**src/rtl/alarm_ann_pkg.sv**
```systemverilog
// ----------------------------------------------------------------------------
// alarm_ann_pkg: shared types and constants of the alarm annunciator
// Command, buzzer source, beep step and register index codes, reset values,
// and the status and result records that move between the modules.
// ----------------------------------------------------------------------------
package alarm_ann_pkg;

	localparam int RECOVERY_WIDTH_DEF = 24;
	localparam int PERIOD_WIDTH_DEF   = 16;
	localparam int CFG_IDX_WIDTH      = 3;

	// register reset values
	localparam int BLINK_PERIOD_RST     = 500;
	localparam int SHORT_BEEP_RST       = 100;
	localparam int SHORT_PAUSE_RST      = 100;
	localparam int ALERT_ON_RST         = 500;
	localparam int ALERT_OFF_RST        = 500;
	localparam int DEFAULT_RECOVERY_RST = 60000;

	typedef enum logic [1:0] {
		CMD_TICK   = 2'd0,
		CMD_STATUS = 2'd1,
		CMD_DOOR   = 2'd2
	} cmd_e;

	typedef enum logic [1:0] {
		SRC_NONE = 2'd0,
		SRC_BEEP = 2'd1,
		SRC_DOOR = 2'd2,
		SRC_TEMP = 2'd3
	} src_e;

	typedef enum logic [2:0] {
		BEEP_IDLE = 3'd0,
		BEEP_ON1  = 3'd1,
		BEEP_GAP  = 3'd2,
		BEEP_ON2  = 3'd3,
		BEEP_DONE = 3'd4
	} beep_step_e;

	typedef enum logic [CFG_IDX_WIDTH-1:0] {
		CFG_BLINK_PERIOD     = 3'd0,
		CFG_SHORT_BEEP       = 3'd1,
		CFG_SHORT_PAUSE      = 3'd2,
		CFG_ALERT_ON         = 3'd3,
		CFG_ALERT_OFF        = 3'd4,
		CFG_DEFAULT_RECOVERY = 3'd5
	} cfg_idx_e;

	typedef struct packed {
		logic door_ajar;
		logic door_overdue;
		logic temp_warn;
		logic temp_alarm;
		logic rec_busy;
	} flags_t;

	typedef struct packed {
		logic door_led;
		logic temp_led;
		logic recovery_led;
		logic buzzer;
		src_e buzzer_source;
	} result_t;

	localparam result_t RESULT_RST = '{
		door_led: 1'b0, temp_led: 1'b1, recovery_led: 1'b0,
		buzzer: 1'b0, buzzer_source: SRC_NONE
	};

endpackage

```
**src/rtl/alarm_ann_if.sv**
```systemverilog
// ----------------------------------------------------------------------------
// alarm_ann_if: request channels of the alarm annunciator
// Item channel (command and status) and result channel (LED and buzzer levels).
// ----------------------------------------------------------------------------
interface alarm_ann_in_if #(
	parameter int RECOVERY_WIDTH = alarm_ann_pkg::RECOVERY_WIDTH_DEF
);
	logic                      valid;
	logic                      ready;
	logic [1:0]                command;
	logic                      door_ajar;
	logic                      door_overdue;
	logic                      temp_warn;
	logic                      temp_alarm;
	logic                      rec_busy;
	logic [RECOVERY_WIDTH-1:0] recovery_time_ms;

	modport source (
		output valid, command, door_ajar, door_overdue, temp_warn,
		       temp_alarm, rec_busy, recovery_time_ms,
		input  ready
	);
	modport sink (
		input  valid, command, door_ajar, door_overdue, temp_warn,
		       temp_alarm, rec_busy, recovery_time_ms,
		output ready
	);
endinterface

interface alarm_ann_out_if;
	logic       valid;
	logic       ready;
	logic       door_led;
	logic       temp_led;
	logic       recovery_led;
	logic       buzzer;
	logic [1:0] buzzer_source;

	modport source (
		output valid, door_led, temp_led, recovery_led, buzzer, buzzer_source,
		input  ready
	);
	modport sink (
		input  valid, door_led, temp_led, recovery_led, buzzer, buzzer_source,
		output ready
	);
endinterface

```
**src/rtl/alarm_ann_cfg.sv**
```systemverilog
// ----------------------------------------------------------------------------
// alarm_ann_cfg: configuration registers
// Six write-only timing registers loaded from the plain write port.
// ----------------------------------------------------------------------------
module alarm_ann_cfg #(
	parameter int RECOVERY_WIDTH = alarm_ann_pkg::RECOVERY_WIDTH_DEF,
	parameter int PERIOD_WIDTH   = alarm_ann_pkg::PERIOD_WIDTH_DEF,
	localparam int DATA_WIDTH    = (RECOVERY_WIDTH > PERIOD_WIDTH) ?
	                               RECOVERY_WIDTH : PERIOD_WIDTH
) (
	input  logic                                   clk,
	input  logic                                   arst_n,
	input  logic                                   cfg_wr_en,
	input  logic [alarm_ann_pkg::CFG_IDX_WIDTH-1:0] cfg_index,
	input  logic [DATA_WIDTH-1:0]                  cfg_wdata,
	output logic [PERIOD_WIDTH-1:0]                blink_period,
	output logic [PERIOD_WIDTH-1:0]                short_beep,
	output logic [PERIOD_WIDTH-1:0]                short_pause,
	output logic [PERIOD_WIDTH-1:0]                alert_on,
	output logic [PERIOD_WIDTH-1:0]                alert_off,
	output logic [RECOVERY_WIDTH-1:0]              default_recovery
);

	logic [PERIOD_WIDTH-1:0]   blink_period_q, short_beep_q, short_pause_q;
	logic [PERIOD_WIDTH-1:0]   alert_on_q, alert_off_q;
	logic [RECOVERY_WIDTH-1:0] default_recovery_q;
	logic [PERIOD_WIDTH-1:0]   wdata_p;

	assign wdata_p = cfg_wdata[PERIOD_WIDTH-1:0];

	always_ff @(posedge clk or negedge arst_n) begin
		if (!arst_n) begin
			blink_period_q     <= PERIOD_WIDTH'(alarm_ann_pkg::BLINK_PERIOD_RST);
			short_beep_q       <= PERIOD_WIDTH'(alarm_ann_pkg::SHORT_BEEP_RST);
			short_pause_q      <= PERIOD_WIDTH'(alarm_ann_pkg::SHORT_PAUSE_RST);
			alert_on_q         <= PERIOD_WIDTH'(alarm_ann_pkg::ALERT_ON_RST);
			alert_off_q        <= PERIOD_WIDTH'(alarm_ann_pkg::ALERT_OFF_RST);
			default_recovery_q <= RECOVERY_WIDTH'(alarm_ann_pkg::DEFAULT_RECOVERY_RST);
		end else if (cfg_wr_en) begin
			case (cfg_index)
				alarm_ann_pkg::CFG_BLINK_PERIOD:     blink_period_q <= wdata_p;
				alarm_ann_pkg::CFG_SHORT_BEEP:       short_beep_q   <= wdata_p;
				alarm_ann_pkg::CFG_SHORT_PAUSE:      short_pause_q  <= wdata_p;
				alarm_ann_pkg::CFG_ALERT_ON:         alert_on_q     <= wdata_p;
				alarm_ann_pkg::CFG_ALERT_OFF:        alert_off_q    <= wdata_p;
				alarm_ann_pkg::CFG_DEFAULT_RECOVERY: begin
					default_recovery_q <= cfg_wdata[RECOVERY_WIDTH-1:0];
				end
				default: ;
			endcase
		end
	end

	assign blink_period     = blink_period_q;
	assign short_beep       = short_beep_q;
	assign short_pause      = short_pause_q;
	assign alert_on         = alert_on_q;
	assign alert_off        = alert_off_q;
	assign default_recovery = default_recovery_q;

endmodule

```
**src/rtl/alarm_ann_in_stage.sv**
```systemverilog
// ----------------------------------------------------------------------------
// alarm_ann_in_stage: input register
// Capture one request per cycle and hold it until the core consumes it.
// ----------------------------------------------------------------------------
module alarm_ann_in_stage #(
	parameter int RECOVERY_WIDTH = alarm_ann_pkg::RECOVERY_WIDTH_DEF
) (
	input  logic                      clk,
	input  logic                      arst_n,
	alarm_ann_in_if.sink              item,
	input  logic                      advance,
	output logic                      fire,
	output logic [1:0]                cmd,
	output alarm_ann_pkg::flags_t     flags,
	output logic [RECOVERY_WIDTH-1:0] rec_time
);

	logic                      valid_s1;
	logic [1:0]                cmd_s1;
	alarm_ann_pkg::flags_t     flags_s1;
	logic [RECOVERY_WIDTH-1:0] rec_time_s1;
	logic                      take;

	// accept when empty, or when the held request moves on this cycle
	assign item.ready = !valid_s1 || advance;
	assign take       = item.valid && item.ready;
	assign fire       = valid_s1 && advance;

	always_ff @(posedge clk or negedge arst_n) begin
		if (!arst_n) begin
			valid_s1 <= 1'b0;
		end else if (take) begin
			valid_s1 <= 1'b1;
		end else if (fire) begin
			valid_s1 <= 1'b0;
		end
	end

	always_ff @(posedge clk) begin
		if (take) begin
			cmd_s1                <= item.command;
			flags_s1.door_ajar    <= item.door_ajar;
			flags_s1.door_overdue <= item.door_overdue;
			flags_s1.temp_warn    <= item.temp_warn;
			flags_s1.temp_alarm   <= item.temp_alarm;
			flags_s1.rec_busy     <= item.rec_busy;
			rec_time_s1           <= item.recovery_time_ms;
		end
	end

	assign cmd      = cmd_s1;
	assign flags    = flags_s1;
	assign rec_time = rec_time_s1;

endmodule

```
**src/rtl/alarm_ann_core.sv**
```systemverilog
// ----------------------------------------------------------------------------
// alarm_ann_core: annunciator state and per-request update
// Hold the latched status, blink counters, beep sequencer and alert phases;
// update them for one request and present the resulting levels.
// ----------------------------------------------------------------------------
module alarm_ann_core #(
	parameter int RECOVERY_WIDTH = alarm_ann_pkg::RECOVERY_WIDTH_DEF,
	parameter int PERIOD_WIDTH   = alarm_ann_pkg::PERIOD_WIDTH_DEF
) (
	input  logic                      clk,
	input  logic                      arst_n,
	input  logic                      fire,
	input  logic [1:0]                cmd,
	input  alarm_ann_pkg::flags_t     item_flags,
	input  logic [RECOVERY_WIDTH-1:0] rec_time,
	input  logic [PERIOD_WIDTH-1:0]   blink_period,
	input  logic [PERIOD_WIDTH-1:0]   short_beep,
	input  logic [PERIOD_WIDTH-1:0]   short_pause,
	input  logic [PERIOD_WIDTH-1:0]   alert_on,
	input  logic [PERIOD_WIDTH-1:0]   alert_off,
	input  logic [RECOVERY_WIDTH-1:0] default_recovery,
	output alarm_ann_pkg::result_t    result
);

	alarm_ann_pkg::flags_t      flags_q, flags_n;
	logic [RECOVERY_WIDTH-1:0]  rec_len_q, rec_len_n;
	alarm_ann_pkg::result_t     lvl_q, lvl_n;
	logic [PERIOD_WIDTH-1:0]    door_cnt_q, door_cnt_n;
	logic [PERIOD_WIDTH-1:0]    temp_cnt_q, temp_cnt_n;
	alarm_ann_pkg::beep_step_e  step_q, step_n;
	logic [PERIOD_WIDTH-1:0]    beep_cnt_q, beep_cnt_n;
	logic [PERIOD_WIDTH:0]      alert_ph_q, alert_ph_n;
	logic [RECOVERY_WIDTH:0]    tcyc_ph_q, tcyc_ph_n;
	logic [PERIOD_WIDTH:0]      tbeep_ph_q, tbeep_ph_n;

	logic [PERIOD_WIDTH:0]      cyc;
	logic [RECOVERY_WIDTH:0]    tcyc;
	logic [PERIOD_WIDTH:0]      alert_inc, tbeep_inc;
	logic [RECOVERY_WIDTH:0]    tcyc_inc;
	logic                       tick;

	assign cyc       = {1'b0, alert_on} + {1'b0, alert_off};
	assign tcyc      = {rec_len_q, 1'b0};
	assign alert_inc = alert_ph_q + 1'b1;
	assign tbeep_inc = tbeep_ph_q + 1'b1;
	assign tcyc_inc  = tcyc_ph_q + 1'b1;
	assign tick      = fire && (cmd == alarm_ann_pkg::CMD_TICK);

	always_comb begin
		logic [PERIOD_WIDTH-1:0] limit;
		limit      = short_beep;
		flags_n    = flags_q;
		rec_len_n  = rec_len_q;
		lvl_n      = lvl_q;
		door_cnt_n = door_cnt_q;
		temp_cnt_n = temp_cnt_q;
		step_n     = step_q;
		beep_cnt_n = beep_cnt_q;
		alert_ph_n = alert_ph_q;
		tcyc_ph_n  = tcyc_ph_q;
		tbeep_ph_n = tbeep_ph_q;
		case (cmd)
			alarm_ann_pkg::CMD_TICK: begin
				// advance time by one millisecond
				door_cnt_n = (door_cnt_q >= blink_period) ? blink_period : door_cnt_q + 1'b1;
				temp_cnt_n = (temp_cnt_q >= blink_period) ? blink_period : temp_cnt_q + 1'b1;
				beep_cnt_n = (&beep_cnt_q) ? beep_cnt_q : beep_cnt_q + 1'b1;
				alert_ph_n = (alert_inc >= cyc) ? '0 : alert_inc;
				tcyc_ph_n  = (tcyc_inc >= tcyc) ? '0 : tcyc_inc;
				if (tcyc_ph_n == '0) begin
					tbeep_ph_n = '0;
				end else begin
					tbeep_ph_n = (tbeep_inc >= cyc) ? '0 : tbeep_inc;
				end

				// door LED: off, steady, or blinking on timeout
				if (!flags_q.door_ajar) begin
					lvl_n.door_led = 1'b0;
				end else if (!flags_q.door_overdue) begin
					lvl_n.door_led = 1'b1;
				end else if (door_cnt_n >= blink_period) begin
					lvl_n.door_led = !lvl_q.door_led;
					door_cnt_n     = '0;
				end

				// temperature LED: steady, or blinking on warning
				if (!flags_q.temp_warn) begin
					lvl_n.temp_led = 1'b1;
				end else if (temp_cnt_n >= blink_period) begin
					lvl_n.temp_led = !lvl_q.temp_led;
					temp_cnt_n     = '0;
				end

				lvl_n.recovery_led = flags_q.rec_busy;

				// buzzer source by priority
				lvl_n.buzzer_source = alarm_ann_pkg::SRC_NONE;
				lvl_n.buzzer        = 1'b0;
				if (flags_q.door_overdue) begin
					lvl_n.buzzer_source = alarm_ann_pkg::SRC_DOOR;
					lvl_n.buzzer        = alert_ph_n < {1'b0, alert_on};
				end else if (flags_q.temp_alarm) begin
					lvl_n.buzzer_source = alarm_ann_pkg::SRC_TEMP;
					lvl_n.buzzer        = (rec_len_q != '0) &&
					                      (tcyc_ph_n < {1'b0, rec_len_q}) &&
					                      (tbeep_ph_n < {1'b0, alert_on});
				end else if (step_q != alarm_ann_pkg::BEEP_IDLE) begin
					lvl_n.buzzer_source = alarm_ann_pkg::SRC_BEEP;
					if (step_q == alarm_ann_pkg::BEEP_GAP) begin
						limit = short_pause;
					end
					case (step_q)
						alarm_ann_pkg::BEEP_ON1: begin
							if (beep_cnt_n >= limit) begin
								step_n     = alarm_ann_pkg::BEEP_GAP;
								beep_cnt_n = '0;
							end
						end
						alarm_ann_pkg::BEEP_GAP: begin
							if (beep_cnt_n >= limit) begin
								step_n     = alarm_ann_pkg::BEEP_ON2;
								beep_cnt_n = '0;
							end
						end
						alarm_ann_pkg::BEEP_ON2: begin
							if (beep_cnt_n >= limit) begin
								step_n     = alarm_ann_pkg::BEEP_DONE;
								beep_cnt_n = '0;
							end
						end
						default: step_n = alarm_ann_pkg::BEEP_IDLE;
					endcase
					lvl_n.buzzer = (step_n == alarm_ann_pkg::BEEP_ON1) ||
					               (step_n == alarm_ann_pkg::BEEP_ON2);
				end
			end
			alarm_ann_pkg::CMD_STATUS: begin
				// restart the temperature cycle when the alarm rises
				if (item_flags.temp_alarm && !flags_q.temp_alarm) begin
					tcyc_ph_n  = '0;
					tbeep_ph_n = '0;
				end
				flags_n   = item_flags;
				rec_len_n = (rec_time != '0) ? rec_time : default_recovery;
			end
			alarm_ann_pkg::CMD_DOOR: begin
				step_n     = alarm_ann_pkg::BEEP_ON1;
				beep_cnt_n = '0;
			end
			default: ;
		endcase
	end

	always_ff @(posedge clk or negedge arst_n) begin
		if (!arst_n) begin
			flags_q    <= '0;
			rec_len_q  <= RECOVERY_WIDTH'(alarm_ann_pkg::DEFAULT_RECOVERY_RST);
			lvl_q      <= alarm_ann_pkg::RESULT_RST;
			door_cnt_q <= '0;
			temp_cnt_q <= '0;
			step_q     <= alarm_ann_pkg::BEEP_IDLE;
			beep_cnt_q <= '0;
			alert_ph_q <= '0;
			tcyc_ph_q  <= '0;
			tbeep_ph_q <= '0;
		end else if (fire) begin
			flags_q    <= flags_n;
			rec_len_q  <= rec_len_n;
			lvl_q      <= lvl_n;
			door_cnt_q <= door_cnt_n;
			temp_cnt_q <= temp_cnt_n;
			step_q     <= step_n;
			beep_cnt_q <= beep_cnt_n;
			alert_ph_q <= alert_ph_n;
			tcyc_ph_q  <= tcyc_ph_n;
			tbeep_ph_q <= tbeep_ph_n;
		end
	end

	// levels after this request
	assign result = lvl_n;

	a_buzz_has_src: assert property (@(posedge clk) disable iff (!arst_n)
		lvl_q.buzzer |-> (lvl_q.buzzer_source != alarm_ann_pkg::SRC_NONE))
		else $error("buzzer on with no source");

	a_door_src: assert property (@(posedge clk) disable iff (!arst_n)
		tick |=> ((lvl_q.buzzer_source == alarm_ann_pkg::SRC_DOOR) ==
		          flags_q.door_overdue))
		else $error("door alert source disagrees with timeout flag");

	a_alert_wrap: assert property (@(posedge clk) disable iff (!arst_n)
		tick |=> ((alert_ph_q == '0) || (alert_ph_q < $past(cyc))))
		else $error("alert phase left its cycle");

	a_door_led_off: assert property (@(posedge clk) disable iff (!arst_n)
		(tick && !flags_q.door_ajar) |=> !lvl_q.door_led)
		else $error("door LED lit with door closed");

endmodule

```
**src/rtl/alarm_ann_out_reg.sv**
```systemverilog
// ----------------------------------------------------------------------------
// alarm_ann_out_reg: result register
// Hold one result until the sink takes it.
// ----------------------------------------------------------------------------
module alarm_ann_out_reg (
	input  logic                   clk,
	input  logic                   arst_n,
	input  logic                   fire,
	input  alarm_ann_pkg::result_t result,
	output logic                   advance,
	alarm_ann_out_if.source        levels
);

	logic                   valid_q;
	alarm_ann_pkg::result_t result_q;

	assign advance = !valid_q || levels.ready;

	always_ff @(posedge clk or negedge arst_n) begin
		if (!arst_n) begin
			valid_q <= 1'b0;
		end else if (fire) begin
			valid_q <= 1'b1;
		end else if (levels.ready) begin
			valid_q <= 1'b0;
		end
	end

	always_ff @(posedge clk) begin
		if (fire) begin
			result_q <= result;
		end
	end

	assign levels.valid         = valid_q;
	assign levels.door_led      = result_q.door_led;
	assign levels.temp_led      = result_q.temp_led;
	assign levels.recovery_led  = result_q.recovery_led;
	assign levels.buzzer        = result_q.buzzer;
	assign levels.buzzer_source = result_q.buzzer_source;

endmodule

```
**src/rtl/alarm_annunciator_top.sv**
```systemverilog
// ----------------------------------------------------------------------------
// alarm_annunciator_top: LED and buzzer annunciator for a latched alarm status
// Takes tick, status and door-changed requests and returns the LED and buzzer
// levels that hold after each one.
// ----------------------------------------------------------------------------
//
//  channel   dir   handshake      carries
//  -------   ---   ------------   ----------------------------------------------
//  item      in    valid/ready    command, status flags, recovery_time_ms
//  levels    out   valid/ready    door/temp/recovery LED, buzzer, buzzer_source
//  cfg_*     in    write enable   register index and write data, no read-back
//
//  One request per cycle, sustained, while levels does not stall. Each result
//  passes the input register, then the update logic into the result register.
//  The update is one pass of counter increments and compares over the state
//  registers, so each request finishes as it moves on into the result register.
//  Reset is asynchronous, active low; no clearing pass, ready rises at once.
//  A stall on levels holds the result register; the input register takes one
//  more request, after which item.ready drops until levels drains.
//
module alarm_annunciator_top #(
	parameter int RECOVERY_WIDTH = alarm_ann_pkg::RECOVERY_WIDTH_DEF,
	parameter int PERIOD_WIDTH   = alarm_ann_pkg::PERIOD_WIDTH_DEF,
	localparam int DATA_WIDTH    = (RECOVERY_WIDTH > PERIOD_WIDTH) ?
	                               RECOVERY_WIDTH : PERIOD_WIDTH
) (
	input  logic                                   clk,
	input  logic                                   arst_n,
	alarm_ann_in_if.sink                           item,
	alarm_ann_out_if.source                        levels,
	input  logic                                   cfg_wr_en,
	input  logic [alarm_ann_pkg::CFG_IDX_WIDTH-1:0] cfg_index,
	input  logic [DATA_WIDTH-1:0]                  cfg_wdata
);

	// timing registers
	logic [PERIOD_WIDTH-1:0]   blink_period, short_beep, short_pause;
	logic [PERIOD_WIDTH-1:0]   alert_on, alert_off;
	logic [RECOVERY_WIDTH-1:0] default_recovery;

	// request held in the input register
	logic                      fire;
	logic                      advance;
	logic [1:0]                cmd;
	alarm_ann_pkg::flags_t     flags;
	logic [RECOVERY_WIDTH-1:0] rec_time;
	alarm_ann_pkg::result_t    result;

	alarm_ann_cfg #(
		.RECOVERY_WIDTH (RECOVERY_WIDTH),
		.PERIOD_WIDTH   (PERIOD_WIDTH)
	) u_cfg (
		.clk              (clk),
		.arst_n           (arst_n),
		.cfg_wr_en        (cfg_wr_en),
		.cfg_index        (cfg_index),
		.cfg_wdata        (cfg_wdata),
		.blink_period     (blink_period),
		.short_beep       (short_beep),
		.short_pause      (short_pause),
		.alert_on         (alert_on),
		.alert_off        (alert_off),
		.default_recovery (default_recovery)
	);

	// capture requests; advance when the result register can take one
	alarm_ann_in_stage #(
		.RECOVERY_WIDTH (RECOVERY_WIDTH)
	) u_in (
		.clk      (clk),
		.arst_n   (arst_n),
		.item     (item),
		.advance  (advance),
		.fire     (fire),
		.cmd      (cmd),
		.flags    (flags),
		.rec_time (rec_time)
	);

	// update the state for the held request and compute the new levels
	alarm_ann_core #(
		.RECOVERY_WIDTH (RECOVERY_WIDTH),
		.PERIOD_WIDTH   (PERIOD_WIDTH)
	) u_core (
		.clk              (clk),
		.arst_n           (arst_n),
		.fire             (fire),
		.cmd              (cmd),
		.item_flags       (flags),
		.rec_time         (rec_time),
		.blink_period     (blink_period),
		.short_beep       (short_beep),
		.short_pause      (short_pause),
		.alert_on         (alert_on),
		.alert_off        (alert_off),
		.default_recovery (default_recovery),
		.result           (result)
	);

	// hold the levels until the sink takes them
	alarm_ann_out_reg u_out (
		.clk     (clk),
		.arst_n  (arst_n),
		.fire    (fire),
		.result  (result),
		.advance (advance),
		.levels  (levels)
	);

endmodule

```
**src/flat_wrapper.sv**
```systemverilog
// flat-port wrapper written by rule: the top's interface ports become plain ports
module alarm_annunciator_top_flat 
#(
	parameter int RECOVERY_WIDTH = alarm_ann_pkg::RECOVERY_WIDTH_DEF,
	parameter int PERIOD_WIDTH   = alarm_ann_pkg::PERIOD_WIDTH_DEF,
	localparam int DATA_WIDTH    = (RECOVERY_WIDTH > PERIOD_WIDTH) ?
	                               RECOVERY_WIDTH : PERIOD_WIDTH
)
  (clk, arst_n, cfg_wr_en, cfg_index, cfg_wdata, item_valid, item_command, item_door_ajar, item_door_overdue, item_temp_warn, item_temp_alarm, item_rec_busy, item_recovery_time_ms, item_ready, levels_valid, levels_door_led, levels_temp_led, levels_recovery_led, levels_buzzer, levels_buzzer_source, levels_ready);
  alarm_ann_in_if #(.RECOVERY_WIDTH(RECOVERY_WIDTH)) item_i ();
  alarm_ann_out_if levels_i ();
  input  logic clk;
  input  logic arst_n;
  input  logic cfg_wr_en;
  input  logic [alarm_ann_pkg::CFG_IDX_WIDTH-1:0] cfg_index;
  input  logic [DATA_WIDTH-1:0] cfg_wdata;
  input wire logic [$bits(item_i.valid)-1:0] item_valid;
  input wire logic [$bits(item_i.command)-1:0] item_command;
  input wire logic [$bits(item_i.door_ajar)-1:0] item_door_ajar;
  input wire logic [$bits(item_i.door_overdue)-1:0] item_door_overdue;
  input wire logic [$bits(item_i.temp_warn)-1:0] item_temp_warn;
  input wire logic [$bits(item_i.temp_alarm)-1:0] item_temp_alarm;
  input wire logic [$bits(item_i.rec_busy)-1:0] item_rec_busy;
  input wire logic [$bits(item_i.recovery_time_ms)-1:0] item_recovery_time_ms;
  output wire logic [$bits(item_i.ready)-1:0] item_ready;
  output wire logic [$bits(levels_i.valid)-1:0] levels_valid;
  output wire logic [$bits(levels_i.door_led)-1:0] levels_door_led;
  output wire logic [$bits(levels_i.temp_led)-1:0] levels_temp_led;
  output wire logic [$bits(levels_i.recovery_led)-1:0] levels_recovery_led;
  output wire logic [$bits(levels_i.buzzer)-1:0] levels_buzzer;
  output wire logic [$bits(levels_i.buzzer_source)-1:0] levels_buzzer_source;
  input wire logic [$bits(levels_i.ready)-1:0] levels_ready;
  assign item_i.valid = item_valid;
  assign item_i.command = item_command;
  assign item_i.door_ajar = item_door_ajar;
  assign item_i.door_overdue = item_door_overdue;
  assign item_i.temp_warn = item_temp_warn;
  assign item_i.temp_alarm = item_temp_alarm;
  assign item_i.rec_busy = item_rec_busy;
  assign item_i.recovery_time_ms = item_recovery_time_ms;
  assign item_ready = item_i.ready;
  assign levels_valid = levels_i.valid;
  assign levels_door_led = levels_i.door_led;
  assign levels_temp_led = levels_i.temp_led;
  assign levels_recovery_led = levels_i.recovery_led;
  assign levels_buzzer = levels_i.buzzer;
  assign levels_buzzer_source = levels_i.buzzer_source;
  assign levels_i.ready = levels_ready;
  alarm_annunciator_top #(.RECOVERY_WIDTH(RECOVERY_WIDTH), .PERIOD_WIDTH(PERIOD_WIDTH)) u_core (.clk(clk), .arst_n(arst_n), .item(item_i), .levels(levels_i), .cfg_wr_en(cfg_wr_en), .cfg_index(cfg_index), .cfg_wdata(cfg_wdata));
endmodule
```
**config.mk**
```make
export PLATFORM = sky130hd
export DESIGN_NAME = alarm_annunciator_top_flat
export DESIGN_NICKNAME = d
export VERILOG_FILES = /design/src/rtl/alarm_ann_pkg.sv /design/src/rtl/alarm_ann_if.sv /design/src/rtl/alarm_ann_cfg.sv /design/src/rtl/alarm_ann_in_stage.sv /design/src/rtl/alarm_ann_core.sv /design/src/rtl/alarm_ann_out_reg.sv /design/src/rtl/alarm_annunciator_top.sv /design/src/flat_wrapper.sv
export SDC_FILE = /design/constraint.sdc
export NUM_CORES = 1
export LEC_CHECK = 0
export BUFFER_PORTS_ARGS = -buffer_cell sky130_fd_sc_hd__buf_2
export CORE_MARGIN = 5
export CORE_UTILIZATION = 59
export CTS_BUF_LIST = sky130_fd_sc_hd__clkbuf_4 sky130_fd_sc_hd__clkbuf_8 sky130_fd_sc_hd__clkbuf_16
export DETAILED_ROUTE_END_ITERATION = 8
export HOLD_SLACK_MARGIN = 0.02
export PLACE_DENSITY = 0.78
export SLEW_MARGIN = 20
export SYNTH_ARGS = -nofsm -noshare
export SYNTH_HDL_FRONTEND = slang
export SYNTH_SLANG_ARGS = --single-unit
```
**constraint.sdc**
```tcl
create_clock -name clk -period 14.15 [get_ports clk]
set_clock_uncertainty 0.1 [all_clocks]
set_input_delay 2.1225 -clock clk [delete_from_list [all_inputs] [get_ports clk]]
set_output_delay 2.1225 -clock clk [all_outputs]
set_load 0.005 [all_outputs]
```
After elaboration in Yosys (flattened, before gate mapping):

Index checks and enable logic that the tools add are counted.

* word-level logic and storage cells: 162
* output and inout port bits: 8
* latch bits: 0
* RAM bits: 0
* memories: 0
* memory bits (read-only): 0
* input port bits: 63
* register bits after elaboration: 288

* $mul: 0
* order comparisons: 11
* div/mod/pow operators: 0
* add/sub/neg operators: 7
* muxes and demuxes: 54
* reductions and logical operators: 36
* bitwise operators: 0
* shift operators: 0
* equality and inequality tests: 16

Operators with widths (count)
* 16-bit two-way mux: 18
* 17-bit two-way mux: 5
* 16-bit greater-or-equal comparator: 5
* 25-bit two-way mux: 2
* 25-bit case mux with 2 select lines: 1
* 16-bit by 1-bit adder with 16-bit output, second input constant: 3
* 24-bit nonzero test: 2
* 3-bit two-way mux: 13
* 17-bit by 1-bit adder with 17-bit output, second input constant: 2
* 17-bit greater-or-equal comparator: 2
* 17-bit by 16-bit less-than comparator with 1-bit output: 2
* 17-bit case mux with 2 select lines: 1
* 16-bit case mux with 2 select lines: 1
* 25-bit by 1-bit adder with 25-bit output, second input constant: 1
* 25-bit greater-or-equal comparator: 1
* 25-bit logical NOT: 1
* 25-bit by 24-bit less-than comparator with 1-bit output: 1
* 24-bit two-way mux: 1
* 2-bit AND reduction: 9
* 16-bit by 16-bit adder with 17-bit output: 1
* 16-bit AND reduction: 1
* 3-bit by 2-bit equality test with 1-bit output, second input constant: 5
* 3-bit by 1-bit equality test with 1-bit output, second input constant: 3
* 1-bit two-way mux: 9
* other kinds (18): 34

Longest topological paths before layout:

* word-level depth: 19
* depth in mapped cells: 28
* depth with buffers taken out: 27

By module:

From an unflattened synthesis, not the netlist that was laid out.

* cell total of the unflattened synthesis: 1924
* area total of the unflattened synthesis: 19289.8 µm²

By module, submodules not included
* alarm_ann_core: cells an instance 1654, instances 1, area each 14058.5 µm²
* alarm_ann_cfg: cells an instance 225, instances 1, area each 4012.6 µm²
* alarm_ann_in_stage: cells an instance 36, instances 1, area each 991.0 µm²
* alarm_ann_out_reg: cells an instance 9, instances 1, area each 227.7 µm²

Least setup slack after synthesis:

Ideal clock, no wire load.

* path kind: register -> register
* start point: register u_core.u_cfg.alert_on_q[2], in the netlist u_core.u_cfg.alert_on[2]
* end point: register u_core.u_out.result_q, in the netlist u_core.u_out.levels.buzzer (data pin)
* data required time: 13904 ps
* stages on the path, launching flop included: 25
* data arrival time: 5412 ps
* path slack: 8492 ps
* clock period less this slack: 5658 ps
* path through: dfstp_2 > ha_1 > nor2b_1 > o21a_1 > o21ai_0 > a21oi_1 > a211o_1 > a21o_1 > a21oi_1 > o21ai_0 > a31oi_1 > ha_1 > a2111oi_0 > nand2_1 > nor3_1 > clkbuf_1 > o21a_1 > ha_1 > a21o_1 > a221o_1 > a21oi_1 > a21boi_0 > o211a_1 > a311oi_1 > a21oi_1

RTL lines
* start, declared: line alarm_ann_cfg.sv:25 `logic [PERIOD_WIDTH-1:0] alert_on_q, alert_off_q;`
* start signal, assigned: line alarm_ann_cfg.sv:36 `alert_on_q <= PERIOD_WIDTH'(alarm_ann_pkg::ALERT_ON_RST);`
* start signal, assigned: line alarm_ann_cfg.sv:44 `alarm_ann_pkg::CFG_ALERT_ON: alert_on_q <= wdata_p;`
* end signal, assigned: line alarm_ann_out_reg.sv:31 `result_q <= result;`
* end, declared: line alarm_ann_out_reg.sv:15 `alarm_ann_pkg::result_t result_q;`

==> results_dict.tcl <==
set metrics [dict create \
    outcome "finished, final reports clean" \
    postSynthRegisterBits 288 \
    hp-class "reg2reg" \
    yosys-top-cells-area "dfrtp_1, ha_1, mux2_2" \
    io-pin-count 71 \
    detailedPlacementHpwl_mm 36.4 \
    final-setup-viol-count 0 \
    yosysTopAreaCellShare 0.276 \
    drtIter0Drc 1085 \
    maxSlewHeadroom 0.330 \
    globalRouteOverflowTotal 0 \
    post_syn_nets 2256 \
    grtUsageTotal 0.278 \
    synth_area_per_cell_sq_um 9.73 \
    power_per_cell_area_mw_per_mm2 146 \
    clk_latency_ps 520 \
    ys.flop_type "dfrtp_1" \
    antenna_found_initial 0 \
    cts_buffer_depth 3 \
    cts_post_setup_buffers_inserted 0 \
    leakagePower_nw 9.96 \
    post-place-cells 2434 \
    synth-seq-area-share 0.386 \
    yosys.area.top_type "dfrtp_1" \
    vias_in_the_first_global_route 15700 \
    fp.dieW_microns 191 \
    cts_tree "done" \
    ir_worst_vdd_uv 144 \
    grt_first_pass_wirelength_mm 82.2 \
    die_h_microns 191 \
    final.setup.worst_slack_ps 7700 \
    pre_cts_slack_ps 7850 \
    post_cts_resized 0 \
    timing.max_cap.violations 0 \
    post_layout_nets 2306 \
    postRouteWirelength_mm 50.2 \
    fp.dieArea_sq_mm 0.0363 \
    cp_data_arrival_time_ps 6720 \
    number_of_hold_buffers_added_after_cts 0 \
    worstHoldPathCells 1 \
    detailedRoute.firstPassIterationCount 7 \
    synth_edf_count 37 \
    detail_route.wl_per_cell_microns 20.1 \
    clk_pin_slew_worst_paths_ps 60 \
    fillerInstances 2596 \
    ant_nets 0 \
    cts_buffers 34 \
    worst_ep_required_time_ps 14420 \
    synth-warning-count 0 \
    layout_worst_path_cycle_share 0.456 \
    fin_crit_ps 6450 \
    design.core.area_sq_mm 0.0324 \
    layout-area-overhead-vs-synth_pct 10.4 \
    num_vias 15500 \
    avgViaCountPerCell 6.20 \
    clock_sinks 288 \
    rsz0062_at_grt "false" \
    drive_gt1_frac 0.161 \
    gp_congestion 0.943 \
    worstSetupEndpointType "flop" \
    port_buffers 70 \
    remaining_drc_errors 0 \
    initial_core_util 0.595 \
    cell_chosen_for_the_clock_root "clkbuf_16" \
    r2r_depth 26 \
    hold_ws_ps 378 \
    worst-setup-path-type "reg2reg" \
    ys_types 70 \
    report.final.slew_viol_count 0 \
    cts.htree.levels 2 \
    timing.critical_path.fanout_max 15 \
    postSynth.asyncResetShare 0.872 \
    grt_max_degree 103 \
    final_cell_count_no_fill 2497 \
    std_cell_rows 66 \
    clock.fmax_mhz 155 \
    final_hold_viol_count 0 \
    finalSetupTns_ps 0 \
    timing_worst_slew_pin_value_ps 1000 \
    timing.critical_path.from_type "flop" \
    antenna_cells_inserted 0 \
    synthesis.instances 1979 \
    synth_area_sq_mm 0.0193 \
]
## where the power goes
group	internal (mW)	switching (mW)	total [mW]
Sequential	1.00	0.139	1.14
Clock	0.558	0.354	0.912
Combinational	0.438	0.606	1.04
## metal layers
| metal | track usage | vias to the layer above | part of all wire |
|---|---|---|---|
| li1 | - | 7325 | - |
| met1 | 0.379 | 7531 | 0.44 |
| met2 | 0.452 | 499 | 0.46 |
| met3 | 0.0417 | 126 | 0.060 |
| met4 | 0.103 | 0 | 0.037 |
| met5 | 0 | - | 0 |
## flip-flops by register name, indices dropped and copies added, names as in the netlist, 17 cells and up
register,count
u_core.u_core.tcyc_ph_q,25
u_core.u_cfg.default_recovery,24
u_core.u_core.rec_len_q,24
u_core.u_in.rec_time,24
u_core.u_core.alert_ph_q,17
u_core.u_core.tbeep_ph_q,17
## worst max-delay path: stages, from the launching register on
cell	delay, ps
dfrtp_1	420
ha_1	220
inv_1	70
fa_1	210
nor2b_1	70
o21a_1	170
o21ai_0	240
a21oi_1	150
a211o_1	310
a21o_1	190
a21oi_1	210
o21ai_0	210
a31oi_1	310
ha_1	300
a2111oi_0	410
nand2_1	120
nor2_1	140
a21o_1	430
o21a_1	200
ha_1	250
a21o_1	160
a221o_1	330
a21oi_1	140
a21boi_0	370
o211a_1	250
a311oi_1	80
a21oi_1	220
## layout by cell type (no fill, tap or decap), types with 16 or more instances in the layout
cell type  Yosys  routed
nand2b_1      24      24
o21ai_0      112     111
dfstp_2       39      39
dfrtp_1      212     212
nand4_1       24      24
ha_1         213     213
nor2b_1       38      38
buf_2          5      69
inv_1        106     106
nand3_1       67      66
mux2_2       115     115
nor2_1        85      84
buf_4          4      20
a211oi_1      37      36
a21o_1        37      37
o22ai_1       16      16
a21oi_1      101     101
nor3_1        47      46
edfxtp_1      37      37
and3_1        22      22
nor4_1        25      25
mux2i_1       31      31
nand2_1      188     186
xnor2_1       62      62
clkbuf_16      0      37
xor2_1        46      46
o21a_1        24      24
## Yosys cell counts (all sizes together) (5+ instances only)
| master | count |
|---|---|
| a21o | 37 |
| xor2 | 46 |
| a22o | 10 |
| nor2 | 85 |
| a211oi | 37 |
| xnor2 | 62 |
| a211o | 7 |
| nand2b | 24 |
| inv | 106 |
| a21oi | 101 |
| nand3 | 67 |
| and3 | 22 |
| o21ai | 123 |
| mux2 | 115 |
| o22ai | 16 |
| and2 | 17 |
| dfrtp | 212 |
| mux2i | 31 |
| clkbuf | 60 |
| or2 | 8 |
| ha | 213 |
| dfstp | 39 |
| nor2b | 38 |
| a32o | 7 |
| nor3 | 47 |
| nand4 | 24 |
| edfxtp | 37 |
| o21a | 24 |
| nand2 | 189 |
| nor4 | 26 |
| or4 | 5 |
| o31ai | 14 |
| o211ai | 13 |
| a31oi | 15 |
| and4 | 9 |
| a2111oi | 11 |
| buf | 17 |
| or3 | 5 |
| nor3b | 7 |
| o31a | 15 |
## cells by family (layout without fill, tap and decap cells)
group	count (synthesis)	count (layout)	synth area share
flops	288	288	0.386
buf+inv	183	259	0.0372
mux	146	146	0.0834
compound gates	457	457	0.153
simple gates	583	583	0.151
fa+ha+maj	214	214	0.139
xor+xnor	108	108	0.0491
## final cells by class
type,instances,area [sq um],share of cell area
Inverter,106,398,0.0187
Clock inverter,12,114,0.00536
Tap cell,442,553,0.0260
Sequential cell,288,7440,0.350
Clock buffer,50,1060,0.0499
Multi-Input combinational cell,1508,11200,0.525
Timing Repair Buffer,91,538,0.0253
## stage by stage
stage / power, mW / area, sq um / utilization
6_report: 3.09 / 21300 / 0.657
4_1_cts: 3.10 / 21200 / 0.656
5_1_grt: 3.30 / 21300 / 0.657
3_3_place_gp: 2.12 / 20100 / 0.620
3_5_place_dp: 2.17 / 20100 / 0.620
2_1_floorplan: 1.86 / 19300 / -
## path summary, 6_finish.rpt
path	start	to	slack (ps)
min reg2reg	u_core.u_in.flags[2]	u_core.u_core.flags_q[2]	380
max	u_core.u_cfg.alert_on[0]	u_core.u_out.levels.buzzer	7700
min in group asynchronous	arst_n	u_core.u_core.beep_cnt_q[1]	1520
max in group asynchronous	arst_n	u_core.u_core.tbeep_ph_q[7]	10890
min	u_core.u_in.flags[2]	u_core.u_core.flags_q[2]	380
max reg2reg	u_core.u_cfg.alert_on[0]	u_core.u_out.levels.buzzer	7700
Note: power is estimated with default switching activity, not from simulation.
